### src/rtl/fdnr_pkg.sv
// Shared types, constants and helpers for the feedback delay network reverb.
// Holds the item structs, controller state and command/status bundles.
// No dependencies.
package fdnr_pkg;

  localparam int SAMPLE_BITS = 24;
  localparam int LINE_COUNT  = 4;
  localparam int LINE_W      = 2;
  localparam int DIV_STEPS   = 25;
  localparam int CNT_W       = 5;
  localparam int LEN_REG_W   = 13;
  localparam int MIN_LEN     = 8;

  // Register indexes (byte address / 4)
  typedef enum logic [2:0] {
    REG_FEEDBACK   = 3'd0,
    REG_DAMP_ALPHA = 3'd1,
    REG_SIDE_GAIN  = 3'd2,
    REG_LEN_A      = 3'd3,
    REG_LEN_B      = 3'd4,
    REG_LEN_C      = 3'd5,
    REG_LEN_D      = 3'd6
  } reg_e;

  localparam logic [15:0] RST_FEEDBACK   = 16'd47186;
  localparam logic [15:0] RST_DAMP_ALPHA = 16'd3991;
  localparam logic [15:0] RST_SIDE_GAIN  = 16'd4915;
  localparam logic [12:0] RST_LEN_A      = 13'd1781;
  localparam logic [12:0] RST_LEN_B      = 13'd2098;
  localparam logic [12:0] RST_LEN_C      = 13'd2558;
  localparam logic [12:0] RST_LEN_D      = 13'd2933;

  // Fixed-point constants: 0.22, 0.55*0.22, 0.20*0.22, 0.42
  localparam logic signed [15:0] C_INJ_MID    = 16'sd14418;
  localparam logic signed [30:0] C_INJ_WIDE   = 31'sd519696810;
  localparam logic signed [30:0] C_INJ_NARROW = 31'sd188976726;
  localparam logic signed [15:0] C_TAP        = 16'sd27525;
  // 27.0 and 3.0 in Q.24 for the rational tanh
  localparam logic [30:0] K27_Q24 = 31'd452984832;
  localparam logic [28:0] K3_Q24  = 29'd50331648;

  // Hadamard rows, a set bit means subtract that line
  localparam logic [3:0] HSIGN_NEG [LINE_COUNT] = '{4'b0000, 4'b1010, 4'b1100, 4'b0110};

  typedef logic signed [SAMPLE_BITS-1:0] sample_t;

  typedef struct packed {
    logic signed [SAMPLE_BITS-1:0] in_left;
    logic signed [SAMPLE_BITS-1:0] in_right;
  } in_item_t;

  typedef struct packed {
    logic signed [SAMPLE_BITS-1:0] wet_left;
    logic signed [SAMPLE_BITS-1:0] wet_right;
  } out_item_t;

  typedef enum logic [3:0] {
    ST_CLEAR,
    ST_IDLE,
    ST_READ,
    ST_DAMP_MUL,
    ST_DAMP_UPD,
    ST_PRE,
    ST_FB_MUL,
    ST_ACC,
    ST_SQ,
    ST_NUM,
    ST_DINIT,
    ST_DIV,
    ST_WRITE,
    ST_TAP,
    ST_SIDE,
    ST_DONE
  } state_e;

  typedef struct packed {
    logic              clr_wr;
    logic              load_in;
    logic              rd;
    logic              damp_mul;
    logic              damp_upd;
    logic              pre;
    logic              fb_mul;
    logic              acc;
    logic              sq;
    logic              num;
    logic              dinit;
    logic              div_step;
    logic              wr;
    logic              tap;
    logic              side;
    logic              out_load;
    logic [LINE_W-1:0] line;
  } cmd_t;

  typedef struct packed {
    logic clr_done;
    logic out_full;
  } stat_t;

  // Clamp to the sample range
  function automatic sample_t sat_sample(input logic signed [31:0] v);
    sample_t r;
    if (v > 32'sd8388607) begin
      r = 24'sh7FFFFF;
    end else if (v < -32'sd8388608) begin
      r = 24'sh800000;
    end else begin
      r = v[SAMPLE_BITS-1:0];
    end
    return r;
  endfunction

endpackage

### src/rtl/fdnr_ctrl.sv
// Sequencer for the reverb: steps the datapath through one item at a time.
// Depends on fdnr_pkg.
module fdnr_ctrl (
  input  logic           clk_i,
  input  logic           rst_ni,
  input  logic           in_valid_i,
  output logic           in_stall_o,
  input  fdnr_pkg::stat_t stat_i,
  output fdnr_pkg::cmd_t  cmd_o
);
  import fdnr_pkg::*;

  state_e            state_q, state_d;
  logic [LINE_W-1:0] line_q, line_d;
  logic [CNT_W-1:0]  cnt_q, cnt_d;

  // State registers
  always_ff @(posedge clk_i or negedge rst_ni) begin
    if (!rst_ni) begin
      state_q <= ST_CLEAR;
      line_q  <= '0;
      cnt_q   <= '0;
    end else begin
      state_q <= state_d;
      line_q  <= line_d;
      cnt_q   <= cnt_d;
    end
  end

  // Next state and commands
  always_comb begin
    state_d    = state_q;
    line_d     = line_q;
    cnt_d      = cnt_q;
    cmd_o      = '0;
    cmd_o.line = line_q;
    in_stall_o = 1'b1;
    unique case (state_q)
      ST_CLEAR: begin
        cmd_o.clr_wr = 1'b1;
        if (stat_i.clr_done) state_d = ST_IDLE;
      end
      ST_IDLE: begin
        in_stall_o = 1'b0;
        if (in_valid_i) begin
          cmd_o.load_in = 1'b1;
          state_d       = ST_READ;
        end
      end
      ST_READ: begin
        cmd_o.rd = 1'b1;
        line_d   = '0;
        state_d  = ST_DAMP_MUL;
      end
      ST_DAMP_MUL: begin
        cmd_o.damp_mul = 1'b1;
        state_d        = ST_DAMP_UPD;
      end
      ST_DAMP_UPD: begin
        cmd_o.damp_upd = 1'b1;
        line_d         = line_q + 1'b1;
        state_d        = (line_q == LINE_W'(LINE_COUNT - 1)) ? ST_PRE : ST_DAMP_MUL;
      end
      ST_PRE: begin
        cmd_o.pre = 1'b1;
        state_d   = ST_FB_MUL;
      end
      ST_FB_MUL: begin
        cmd_o.fb_mul = 1'b1;
        state_d      = ST_ACC;
      end
      ST_ACC: begin
        cmd_o.acc = 1'b1;
        state_d   = ST_SQ;
      end
      ST_SQ: begin
        cmd_o.sq = 1'b1;
        state_d  = ST_NUM;
      end
      ST_NUM: begin
        cmd_o.num = 1'b1;
        state_d   = ST_DINIT;
      end
      ST_DINIT: begin
        cmd_o.dinit = 1'b1;
        cnt_d       = '0;
        state_d     = ST_DIV;
      end
      ST_DIV: begin
        cmd_o.div_step = 1'b1;
        cnt_d          = cnt_q + 1'b1;
        if (cnt_q == CNT_W'(DIV_STEPS - 1)) state_d = ST_WRITE;
      end
      ST_WRITE: begin
        cmd_o.wr = 1'b1;
        line_d   = line_q + 1'b1;
        state_d  = (line_q == LINE_W'(LINE_COUNT - 1)) ? ST_TAP : ST_FB_MUL;
      end
      ST_TAP: begin
        cmd_o.tap = 1'b1;
        state_d   = ST_SIDE;
      end
      ST_SIDE: begin
        cmd_o.side = 1'b1;
        state_d    = ST_DONE;
      end
      ST_DONE: begin
        // hold until the output register can take the item
        if (!stat_i.out_full) begin
          cmd_o.out_load = 1'b1;
          state_d        = ST_IDLE;
        end
      end
      default: state_d = ST_IDLE;
    endcase
  end

endmodule

### config.mk
export PLATFORM = sky130hd
export DESIGN_NAME = fdnr_ctrl
export DESIGN_NICKNAME = d
export VERILOG_FILES = /design/src/rtl/fdnr_pkg.sv /design/src/rtl/fdnr_ctrl.sv
export SDC_FILE = /design/constraint.sdc
export NUM_CORES = 1
export LEC_CHECK = 0
export BUFFER_PORTS_ARGS = -buffer_cell sky130_fd_sc_hd__buf_2
export CORE_MARGIN = 2
export CORE_UTILIZATION = 49
export CTS_BUF_LIST = sky130_fd_sc_hd__clkbuf_16
export CTS_CLUSTER_DIAMETER = 60
export DETAILED_ROUTE_END_ITERATION = 10
export GPL_ROUTABILITY_DRIVEN = 0
export GPL_TIMING_DRIVEN = 0
export PLACE_DENSITY_LB_ADDON = 0.2
export SYNTH_ARGS = -nofsm -noshare
export SYNTH_HDL_FRONTEND = slang
export SYNTH_SLANG_ARGS = --single-unit
### constraint.sdc
create_clock -name clk_i -period 2.05 [get_ports clk_i]
set_clock_uncertainty 0.2 [all_clocks]
set_input_delay 0.41 -clock clk_i [delete_from_list [all_inputs] [get_ports clk_i]]
set_output_delay 0.41 -clock clk_i [all_outputs]
set_load 0.005 [all_outputs]
==> metrics.txt <==
First DRT Iteration DRCs=24; CP Buf/Inv Count=2; CP max FO=6; reg2reg end=state_q[0]; initial antenna violation count=0; Die ar.=0.00190 sq mm; Clock Latency Late Sink=240 ps; Synth Cell Area=769 sq um; via density per instance=5.54; Tmin final=1960 ps; crit end category=output port; Final HPWL DP=1330 um; core area=0.00149 sq mm; final net count=134; Setup Fix Bufs, Post-CTS=0; Core Util, Final=0.676; Multi-input gate area=462 sq um; Post-Route WL=1830 um; Area Growth Syn to Fin=30.7%; final instance area=0.00101 sq mm; worst hold path cell count=2; synth top area cells=dfrtp_1 (36%), nor2_1 (9.3%), ha_1 (6.5%); share of the yosys chip area belonging to registers=0.358; CP cell instances=or2_2 > clkbuf_1 > nor2_1 > buf_2; Post-Syn Nets=105; antenna fix cells=0; cell with the most instances after synthesis=nor2_1; Worst-path clk slew=40 ps; Clock Path Buffers=2; area share of the largest cell type after synthesis=0.358; Worst slew margin=0.798; unrepaired setup endpoints after global routing=no; largest net degree at the start of global routing=12; Congestion Overflow GR=0; Sink Count=11; EDFF count, synth=0; first-pass GRT wire length=3020 um; CTS tree=yes; P_leak=0.503 nW; GRT Resource Usage Total=0.215; Num CTS Buffers=3; DRC viols=0; reg2reg start=state_q[3]; die width=43.6 um; DR pass1 iterations=4; hold_sp=stat_i[1]; Slew @ Worst Pin=302 ps; period utilisation layout=0.958; cell count along the critical path=4; post-route worst setup slack=86.7 ps; pwr/cell area=1590 mW/mm^2; Max Slew Vio Count=0; Startpoint Class=flop; final std cells w/o fill=140; Final Hold Vio Count=0; final antenna-violating net count=0; Synth top cells by count=nor2_1 (19), dfrtp_1 (11), o21ai_0 (8); Yosys top cell by area=dfrtp_1; Post-Place Cell Area=905 sq um; Post-synth ARST share=1.00; CP max stage cell=dfrtp_2; Arr. time, crit path=1350 ps; vias=776; FF+latch area=277 sq um; count of different cell masters after synthesis=29; layout cell share with drive strength beyond 1=0.298; pre-CTS worst setup slack=228 ps; CP delay by family, top=flip-flops; boundary pin count=24; root buf cell=clkbuf_16; Max-Cap Viols=0; Hold Crit Class=in -> reg; Peak VDD IR=0.000765 V; Cells after DPL=135; synthesized flop and latch total=11; Initial Utilization=0.517; Hold Path End=state_q[0]; Fillers=128; most used flip-flop cell after synthesis=dfrtp_1; R2R setup slack=340 ps; CP peak stage delay=440 ps; Final TNS setup=0 ps; Peak Freq=0.509 GHz; status=finished clean; Mapped Avg Cell Area=8.02 sq um; vias in the first global route=684; Die Ht=43.6 um; r2r worst-path depth=5; CTS H-tree lvls=1; FP Rows=14; Worst EP required=1440 ps; Syn Inst Count=96; WL/cell=13.1 um; yosys warns=0; final setup fails=0; Crit Path Category=reg -> out; IO Port Bufs=23
[worst max path at each step]
stage          slack (ps)       start   endpoint
3_5_place_dp          230  state_q[0]  cmd_o[16]
5_1_grt                20  state_q[0]   cmd_o[5]
4_1_cts                60  state_q[3]   cmd_o[6]
2_1_floorplan         460  state_q[0]  cmd_o[16]
6_report               90  state_q[0]   cmd_o[5]
3_3_place_gp          260  state_q[0]  cmd_o[16]
[per-layer routing]
metal	routed length, um	part of all wire	track usage	up-vias
met5	0	0	0	-
li1	-	-	-	395
met3	115	0.063	0.0625	2
met4	21	0.011	0.0727	0
met1	824	0.45	0.295	353
met2	871	0.48	0.324	26
[what timing repair did]
item / CTS / global route
hold buffers: 1 / 0
endpoints found under the hold margin: 11 / 0
gates resized for setup: 1 / 5
endpoints found under the setup margin: 3 / 5
[cells by family after synthesis]
kind of cell / Yosys count / share of synthesized area
buf+inv: 8 / 0.0520
compound gates: 25 / 0.220
xor+xnor: 2 / 0.0228
simple gates: 46 / 0.283
fa+ha+maj: 4 / 0.0650
flops: 11 / 0.358
[per-stage QoR]
step | power (mW) | hold WS (ps)
after floorplan | 0.984 | -85.6
after global placement | 1.20 | 90.1
after detailed placement | 1.23 | 91.1
after CTS | 1.59 | 226
after global routing | 1.74 | 228
final | 1.60 | 223
[layout make-up]
| cell class | count | area share |
|---|---|---|
| clock buffers | 3 | 0.0746 |
| repair buffers | 24 | 0.124 |
| multi-input cells | 77 | 0.459 |
| plain buffers | 5 | 0.0323 |
| well taps | 16 | 0.0199 |
| flip-flops and latches | 11 | 0.275 |
| clock inverters | 1 | 0.00373 |
| inverters | 3 | 0.0112 |
[where the power goes]
group	internal, mW	switching [mW]	total, mW
logic	0.355	0.481	0.836
registers	0.310	0.104	0.414
clock network	0.256	0.0968	0.353
[flip-flops by register name, summed over array words and instances, names as in the netlist]
signal,flops
cnt_q,5
line_q,2
state_q,4
[worst reg2reg max path: stages, from the launching register on]
cell and delay (ps):
dfrtp_1 440, or2_1 250, buf_6 140, a211oi_2 280, a211o_1 180, o32a_1 140
[cell usage in the layout, fill, tap and decap left out, types with 2 or more instances in the layout]
cell / n
buf_2: 25
nor2_1: 19
dfrtp_1: 10
o21ai_0: 8
nand2_1: 6
a21oi_1: 6
inv_1: 4
nand2b_1: 4
nand3_1: 4
ha_1: 4
nor2b_1: 3
a22o_1: 3
clkbuf_16: 3
or2_2: 2
nor3_1: 2
xnor2_1: 2
o31ai_1: 2
No activity file was read; power rests on OpenSTA's default activity.
